File: config.mk
export PLATFORM = sky130hd
export DESIGN_NAME = double_ended_queue
export DESIGN_NICKNAME = d
export VERILOG_FILES = /design/src/deq_pkg.sv /design/src/double_ended_queue.sv
export SDC_FILE = /design/constraint.sdc
export NUM_CORES = 1
export LEC_CHECK = 0
export BUFFER_PORTS_ARGS = -buffer_cell sky130_fd_sc_hd__buf_2
export CORE_ASPECT_RATIO = 1.75
export CORE_UTILIZATION = 55
export DETAILED_ROUTE_END_ITERATION = 6
export MAX_ROUTING_LAYER = met4
export PLACE_DENSITY = 0.73
export SLEW_MARGIN = 30
export SYNTH_ARGS = -nofsm -noshare
export SYNTH_HDL_FRONTEND = slang
export SYNTH_SLANG_ARGS = --single-unit
File: constraint.sdc
create_clock -name clk_i -period 13.1 [get_ports clk_i]
set_clock_uncertainty 0.1 [all_clocks]
set_input_delay 2.62 -clock clk_i [delete_from_list [all_inputs] [get_ports clk_i]]
set_output_delay 2.62 -clock clk_i [all_outputs]
set_load 0.02 [all_outputs]
File: src/deq_pkg.sv
// ----------------------------------------------------------------------------
// deq_pkg
// Shared types and constants for the bounded double-ended queue.
// ----------------------------------------------------------------------------
package deq_pkg;

  localparam int DefaultDepth     = 16;
  localparam int DefaultDataWidth = 32;

  localparam int DataInWidth  = 32;
  localparam int DataOutWidth = 32;
  localparam int FillWidth    = 5;

  typedef enum logic [1:0] {
    MODE_PUSH_BACK  = 2'd0,
    MODE_POP_BACK   = 2'd1,
    MODE_PUSH_FRONT = 2'd2,
    MODE_POP_FRONT  = 2'd3
  } mode_e;

  typedef enum logic [1:0] {
    STATUS_OK    = 2'd0,
    STATUS_EMPTY = 2'd1,
    STATUS_FULL  = 2'd2
  } status_e;

  typedef enum logic {
    ST_IDLE = 1'b0,
    ST_RESP = 1'b1
  } state_e;

  typedef struct packed {
    mode_e                  mode;
    logic [DataInWidth-1:0] data_in;
  } in_t;

  typedef struct packed {
    logic [DataOutWidth-1:0] data_out;
    status_e                 status;
    logic [FillWidth-1:0]    fill_count;
  } out_t;

endpackage

File: src/double_ended_queue.sv
// ----------------------------------------------------------------------------
// double_ended_queue
// Bounded deque in a circular single-port store with registered read data.
// ----------------------------------------------------------------------------
//   channel | direction | handshake                  | payload
//   in      | input     | in_valid_i / in_stall_o    | in_data_i  (deq_pkg::in_t)
//   out     | output    | out_valid_o / out_stall_i  | out_data_o (deq_pkg::out_t)
//
// a beat is handled in order: accept with pointer update and store access,
// then the store read data is captured into the output register.
// the single store port and its registered read set this order.
// one result beat per input beat; the next input beat is taken while a
// result still waits in the output register.
// a stalled output holds the response state, which holds off input.
// reset clears pointers, fill level and valids; the store needs no clearing.
// ----------------------------------------------------------------------------
module double_ended_queue #(
  parameter int DEPTH      = deq_pkg::DefaultDepth,
  parameter int DATA_WIDTH = deq_pkg::DefaultDataWidth
) (
  input  logic          clk_i,
  input  logic          rst_ni,
  input  logic          in_valid_i,
  output logic          in_stall_o,
  input  deq_pkg::in_t  in_data_i,
  output logic          out_valid_o,
  input  logic          out_stall_i,
  output deq_pkg::out_t out_data_o
);

  localparam int AW = (DEPTH > 1) ? $clog2(DEPTH) : 1;
  localparam int CW = $clog2(DEPTH + 1);

  logic [DATA_WIDTH-1:0] mem [DEPTH];
  logic [DATA_WIDTH-1:0] rd_q;

  deq_pkg::state_e state_q, state_d;
  logic [AW-1:0]   front_q, front_d;
  logic [AW-1:0]   back_q, back_d;
  logic [CW-1:0]   occ_q, occ_d;

  logic            pop_ok_q, pop_ok_d;
  deq_pkg::status_e status_q, status_d;
  logic [CW-1:0]   fill_q;

  logic            out_valid_q;
  deq_pkg::out_t   out_q;

  logic            in_fire;
  logic            out_free;
  logic            load_out;
  logic            is_push;
  logic            full;
  logic            empty;
  logic            mem_we;
  logic            mem_re;
  logic [AW-1:0]   mem_addr;
  logic [AW-1:0]   front_inc, front_dec, back_inc, back_dec;

  assign in_fire  = in_valid_i && !in_stall_o;
  assign out_free = !out_valid_q || !out_stall_i;
  assign full     = (occ_q == CW'(DEPTH));
  assign empty    = (occ_q == '0);
  assign is_push  = (in_data_i.mode == deq_pkg::MODE_PUSH_BACK) ||
                    (in_data_i.mode == deq_pkg::MODE_PUSH_FRONT);

  assign front_inc = (front_q == AW'(DEPTH - 1)) ? '0 : front_q + 1'b1;
  assign front_dec = (front_q == '0) ? AW'(DEPTH - 1) : front_q - 1'b1;
  assign back_inc  = (back_q == AW'(DEPTH - 1)) ? '0 : back_q + 1'b1;
  assign back_dec  = (back_q == '0) ? AW'(DEPTH - 1) : back_q - 1'b1;

  // next state
  always_comb begin
    state_d = state_q;
    unique case (state_q)
      deq_pkg::ST_IDLE: begin
        if (in_fire) state_d = deq_pkg::ST_RESP;
      end
      deq_pkg::ST_RESP: begin
        if (out_free) state_d = deq_pkg::ST_IDLE;
      end
      default: state_d = deq_pkg::ST_IDLE;
    endcase
  end

  // outputs of the state machine
  always_comb begin
    in_stall_o = 1'b1;
    load_out   = 1'b0;
    unique case (state_q)
      deq_pkg::ST_IDLE: in_stall_o = 1'b0;
      deq_pkg::ST_RESP: load_out   = out_free;
      default: ;
    endcase
  end

  // operation decode, pointer update and store access
  always_comb begin
    front_d  = front_q;
    back_d   = back_q;
    occ_d    = occ_q;
    pop_ok_d = 1'b0;
    status_d = deq_pkg::STATUS_OK;
    mem_we   = 1'b0;
    mem_re   = 1'b0;
    mem_addr = back_q;
    if (in_fire) begin
      if (is_push && full) begin
        status_d = deq_pkg::STATUS_FULL;
      end else if (!is_push && empty) begin
        status_d = deq_pkg::STATUS_EMPTY;
      end else begin
        unique case (in_data_i.mode)
          deq_pkg::MODE_PUSH_BACK: begin
            mem_we   = 1'b1;
            mem_addr = back_q;
            back_d   = back_inc;
            occ_d    = occ_q + 1'b1;
          end
          deq_pkg::MODE_POP_BACK: begin
            mem_re   = 1'b1;
            mem_addr = back_dec;
            back_d   = back_dec;
            occ_d    = occ_q - 1'b1;
            pop_ok_d = 1'b1;
          end
          deq_pkg::MODE_PUSH_FRONT: begin
            mem_we   = 1'b1;
            mem_addr = front_dec;
            front_d  = front_dec;
            occ_d    = occ_q + 1'b1;
          end
          deq_pkg::MODE_POP_FRONT: begin
            mem_re   = 1'b1;
            mem_addr = front_q;
            front_d  = front_inc;
            occ_d    = occ_q - 1'b1;
            pop_ok_d = 1'b1;
          end
          default: ;
        endcase
      end
    end
  end

  // word store, one port, registered read
  always_ff @(posedge clk_i) begin
    if (mem_we) mem[mem_addr] <= DATA_WIDTH'(in_data_i.data_in);
    if (mem_re) rd_q <= mem[mem_addr];
  end

  always_ff @(posedge clk_i or negedge rst_ni) begin
    if (!rst_ni) begin
      state_q     <= deq_pkg::ST_IDLE;
      front_q     <= '0;
      back_q      <= '0;
      occ_q       <= '0;
      out_valid_q <= 1'b0;
    end else begin
      state_q <= state_d;
      front_q <= front_d;
      back_q  <= back_d;
      occ_q   <= occ_d;
      if (load_out) begin
        out_valid_q <= 1'b1;
      end else if (!out_stall_i) begin
        out_valid_q <= 1'b0;
      end
    end
  end

  // response info held for the read cycle
  always_ff @(posedge clk_i) begin
    if (in_fire) begin
      pop_ok_q <= pop_ok_d;
      status_q <= status_d;
      fill_q   <= occ_d;
    end
  end

  always_ff @(posedge clk_i) begin
    if (load_out) begin
      out_q.data_out   <= pop_ok_q ? deq_pkg::DataOutWidth'(rd_q) : '0;
      out_q.status     <= status_q;
      out_q.fill_count <= deq_pkg::FillWidth'(fill_q);
    end
  end

  assign out_valid_o = out_valid_q;
  assign out_data_o  = out_q;

`ifndef NO_ASSERTIONS
  a_occ_bound: assert property (@(posedge clk_i) disable iff (!rst_ni)
    occ_q <= CW'(DEPTH))
    else $error("fill level above depth");

  a_empty_ptrs: assert property (@(posedge clk_i) disable iff (!rst_ni)
    (empty || full) |-> (front_q == back_q))
    else $error("pointers disagree with fill level");

  a_full_hold: assert property (@(posedge clk_i) disable iff (!rst_ni)
    (in_fire && is_push && full) |=> ($stable(occ_q) && $stable(front_q) && $stable(back_q)))
    else $error("push into full store changed state");

  a_fire_resp: assert property (@(posedge clk_i) disable iff (!rst_ni)
    in_fire |=> (state_q == deq_pkg::ST_RESP))
    else $error("accepted beat without response cycle");

  a_err_zero: assert property (@(posedge clk_i) disable iff (!rst_ni)
    (out_valid_q && (out_q.status != deq_pkg::STATUS_OK)) |-> (out_q.data_out == '0))
    else $error("error beat carries data");
`endif

endmodule

; ---- After elaboration in Yosys (flattened, before gate mapping)
; Memories as Yosys holds them, arrays and structs flattened. A register that Yosys moved wholly into a read port is not among the register bits.
; Cells that the tools add are included.
[classes]
n_addsub = 6
n_mul = 0
n_div = 0
n_lt_le_gt_ge = 0
eq_ne = 7
shift = 0
mux = 32
n_bitwise = 3
reduce_logical = 18
[op_table]
columns = op, count
row1 = 4-bit 2-to-1 mux, 7
row2 = 1-bit 2-to-1 mux, 17
row3 = 4-bit case mux with 2 select lines, 2
row4 = 4-bit case mux with 4 select lines, 1
row5 = 5-bit 2-to-1 mux, 3
row6 = 5-bit case mux with 2 select lines, 1
row7 = 4-bit by 1-bit adder with 4-bit output (second input constant), 2
row8 = 4-bit == test (second input constant), 2
row9 = 4-bit logical NOT, 2
row10 = 4-bit AND reduction, 2
row11 = 4-bit by 1-bit subtractor with 4-bit output (second input constant), 2
row12 = 5-bit by 1-bit adder with 5-bit output (second input constant), 1
row13 = 5-bit == test (second input constant), 1
row14 = 5-bit logical NOT, 1
row15 = 5-bit by 1-bit subtractor with 5-bit output (second input constant), 1
row16 = 2-bit == test (second input constant), 2
row17 = 2-bit nonzero test, 2
row18 = 2-bit OR reduction, 2
row19 = 1-bit logical AND, 3
row20 = 1-bit logical NOT, 3
row21 = 1-bit inverter, 3
row22 = 2-bit by 1-bit == test with 1-bit output (second input constant), 1
row23 = 2-bit logical NOT, 1
row24 = 1-bit logical OR, 2
row25 = other kinds (2), 2
[word_totals]
reg_bits = 62
latch_bits = 0
mem_bits_rw = 512
romBits = 0
input_bits = 38
out_inout_bits = 41
word_cells = 78
memories = 1
[memory_table]
columns = memory, words, word_bits, rd, rd_clocked_by_memory_dff, wr, line
row1 = mem, 16, 32, 1, 1, 1, double_ended_queue.sv:34  ; logic [DATA_WIDTH-1:0] mem [DEPTH];

; ---- Depth between registers and ports, before layout
[logic_depth]
word_depth = 9
mapped_depth = 13

; ---- Worst setup path before layout
; OpenSTA, ideal clock, no wires.
[synth_path]
path_type = input to register
startpoint = input port in_valid_i
endpoint = memory mem[0][0] (netlist name) (enable)
arrival_ps = 6275
t_required_ps = 12579
setup_slack_ps = 6304
stages = 11
n_path_buf = 3
path_cell_list = nand2b_1 > buf_2 > inv_1 > o211ai_2 > inv_2 > nor2_1 > o21ai_1 > buf_2 > buf_1 > nand2_1 > nor2_1
[synth_between]
elab_chain_cells = 4
word_cells_on_any_way = 5
[synth_lines]
columns = item, line
row1 = "start, declared", double_ended_queue.sv:23  ; input logic in_valid_i,
row2 = 1-bit logical AND *, double_ended_queue.sv:60  ; assign in_fire = in_valid_i && !in_stall_o;
row3 = via in_fire, double_ended_queue.sv:49  ; logic in_fire;
row4 = 1-bit 2-to-1 mux, double_ended_queue.sv:107  ; if (in_fire) begin
row5 = 1-bit 2-to-1 mux, double_ended_queue.sv:148  ; if (mem_we) mem[mem_addr] <= DATA_WIDTH'(in_data_i.data_in);
row6 = 1-bit 2-to-1 mux (not written as such), double_ended_queue.sv:148
row7 = "end, declared", double_ended_queue.sv:34
; The timed path passes the listed nets; every way through them passes the cells marked *.

; ---- Worst setup path in the final report
[layout_path]
startpoint = input port in_valid_i
endpoint = register rd_q[8], read port of mem (data pin)
[layout_between]
elab_chain_cells = 2
word_cells_on_any_way = 3
[layout_lines]
columns = item, line
row1 = 1-bit logical AND, double_ended_queue.sv:60
row2 = via in_fire, double_ended_queue.sv:49
row3 = 1-bit 2-to-1 mux, double_ended_queue.sv:107
row4 = via mem_re, double_ended_queue.sv:56  ; logic mem_re;
row5 = "end, declared", double_ended_queue.sv:35  ; logic [DATA_WIDTH-1:0] rd_q;
; The timed path passes the listed nets, and every way through them passes these cells.
; A chain may end at the register's enable or synchronous reset.

==> impl_metrics.ini <==
[setup_path]
required_ns = 13.44
r2r_cells = 12
cp_max_fo = 96
crit_path_start_kind = input port
arrival_ns = 7.25
worstSetupPathType = in2reg
crit_path_end_kind = flop

[clocking]
cts_buffer_depth = 3
cts_buffers = 50
post_cts_resized = 0
cts_sinks = 606
htree_levels = 2
clock-root-buffer = clkbuf_16
cts_tree = done
cts_setup_buffers = 0
holdBufCountCts = 0
clk_pin_slew_ns = 0.07
insertion_delay_ns = 0.59

[final_layout]
syn_to_final_growth_pct = 12.64
layout_common_cells = 591 x edfxtp_1, 145 x nand2_1, 129 x a211oi_1
final_layout_size_suffix_gt1_frac = 0.1354
nNetsFinal = 1718
final_common_cell = edfxtp_1
n_antenna_cell = 0

[yosys]
ys_ff_latch = 606
synth_top_area_share = 0.7307
synthArstFlopShare = 0.02475
yosysTopAreaCell = edfxtp_1
seq_area_frac_synth = 0.7461
synth_cell_types = 59
netlist_area_mm2 = 0.02429
ys.flop_type = edfxtp_1
synth_edf_count = 591
ys.warnings.count = 0
avgSynthCellArea_um2 = 14.82
synthTopCellsByArea = edfxtp_1 73%, a211oi_1 4.0%, a311o_1 2.6%
synthesis.instances = 1639
synth_nets = 1685

[sta]
fin_crit_sh = 0.5280
fmax_mhz = 144.6
setup_violations = 0
slew_viol_final = 0
min_period_ns = 6.916
rsz0062_at_grt = no
fin_tns_setup_ns = 0
slew_headroom = 0.3260
tightest_slew_ns = 1.011
final_hold_viol_count = 0
fin_hold_ws_ns = 0.3195

[pwr]
clkPwrFrac = 0.267
ir_drop_v = 0.0001362
p_switching_w = 0.001945
power.density_mw_per_mm2 = 207.7
p_seq_frac = 0.419
total_power_w = 0.005682
power_switching_share = 0.3422
power.leakage_nw = 9.136
internal-power_w = 0.003738
comb_power_share = 0.314

[floorplan]
initial_utilization = 0.5587
dieArea_mm2 = 0.04504
fp.dieW_um = 160.9
core_mm2 = 0.04347
top_level_ports = 79
rows = 101
die_y_um = 280.0

[global_route]
gr-total-overflow = 0
grt_pass1_vias = 15150
antenna_found_initial = 1
grt_pass1_wl_um = 88520
grt_max_degree = 97
track_usage = 0.2680

[route]
dr.first_iter.drc_count = 1572
finalWirelength_um = 58870
dr.pass1.iters = 7
via_per_inst = 6.640
ant_nets = 0
wire_per_inst_um = 25.83
dr_total_vias = 15130
drc = 0

[placement]
place.port_buffers = 78
place_hpwl_um = 32650
gp_congestion = 0.8608

[min_path]
hold_class = reg2reg
whs_path_depth = 0

[outcome]
outcome = completed

[flow_run]
cap_viol_max_count = 0
==> routing by layer <==
layer | share of wire | vias to the layer above | global-route usage
met1 | 0.36 | 7632 | 0.3114
met4 | 0.042 | 0 | 0.1217
met2 | 0.53 | 766 | 0.4666
met3 | 0.065 | 160 | 0.03001
met5 | 0 | - | -
li1 | - | 6575 | -
==> sequential cells by signal, indices dropped and copies added (netlist names) <==
register,cells
occ_q,5
rd_q,32
out_data_o,39
status_q,2
state_q,1
fill_q,5
out_valid_o,1
pop_ok_q,1
front_q,4
back_q,4
mem,512
==> power groups by stage <==
stage	registers (W)	clock network, W	logic [W]
floorplan	0.00241	0	0.00122
global placement	0.00242	0	0.00169
detailed placement	0.00242	0	0.00176
CTS	0.00238	0.00153	0.00177
global route	0.00239	0.00160	0.00192
finish	0.00238	0.00152	0.00178
==> critical path, stage by stage <==
cell and delay, ns:
buf_2 0.08, nand2b_1 0.18, inv_1 0.40, o211ai_2 0.31, inv_4 0.58, o21ai_4 0.11
buf_4 0.34, nand2_4 0.42, buf_4 0.70, buf_6 0.64, nand2_1 0.12, a32oi_1 0.35
a211o_1 0.19
==> final cells by class <==
class	instances	area [µm²]
fill	3057	16110
tap	566	708.2
multi-input combinational	881	5757
inverter	13	51.30
sequential	606	18120
clock buffer	62	1328
clock inverter	31	329.1
timing repair buffer	120	1064
==> cells by family (layout without fill, tap and decap cells) <==
logic type,after synthesis,after routing,share of synthesized area
flip-flops,606,606,0.7461
adder cells (fa/ha/maj),8,8,0.004430
XOR/XNOR,9,9,0.003245
multiplexers,6,6,0.002782
buffers and inverters,152,226,0.02529
AND/OR/NAND/NOR,388,388,0.07918
AO/OA/AOI/OAI,470,470,0.1389
==> synth_stat cells (all sizes together) (2+ instances only) <==
library cell / n
edfxtp: 591
nand2: 146
a211oi: 129
clkbuf: 102
and3: 97
o21ai: 81
a21oi: 74
nand3: 69
a311o: 64
buf: 37
a211o: 34
o22ai: 34
and2: 33
a32oi: 32
nor2: 26
dfrtp: 15
inv: 13
ha: 7
xor2: 5
nand2b: 4
xnor2: 4
mux2: 3
mux2i: 3
nor2b: 3
nor3: 3
a21boi: 2
a21o: 2
a31o: 2
o21a: 2
or3b: 2
==> stage by stage <==
stage | setup slack (ns) | instance area (µm²) | utilization | cells
3_5_place_dp | 5.437 | 25700 | 0.5912 | 2186
5_1_grt | 5.956 | 27360 | 0.6293 | 2279
4_1_cts | 6.007 | 27360 | 0.6293 | 2279
6_report | 6.184 | 27360 | 0.6293 | 2279
2_1_floorplan | 6.304 | 24290 | - | 1639
3_3_place_gp | 5.296 | 25190 | 0.5795 | 2166
==> final timing paths <==
check	startpoint	to	slack [ns]
hold / removal	fill_q[2]	out_data_o[2]	0.32
setup / recovery	in_valid_i	rd_q[8]	6.18
hold reg to reg	fill_q[2]	out_data_o[2]	0.32
max in group asynchronous	rst_ni	back_q[2]	10.77
setup reg to reg	state_q	rd_q[8]	7.77
min in group asynchronous	rst_ni	state_q	1.85
No activity file was read; power rests on OpenSTA's default activity.
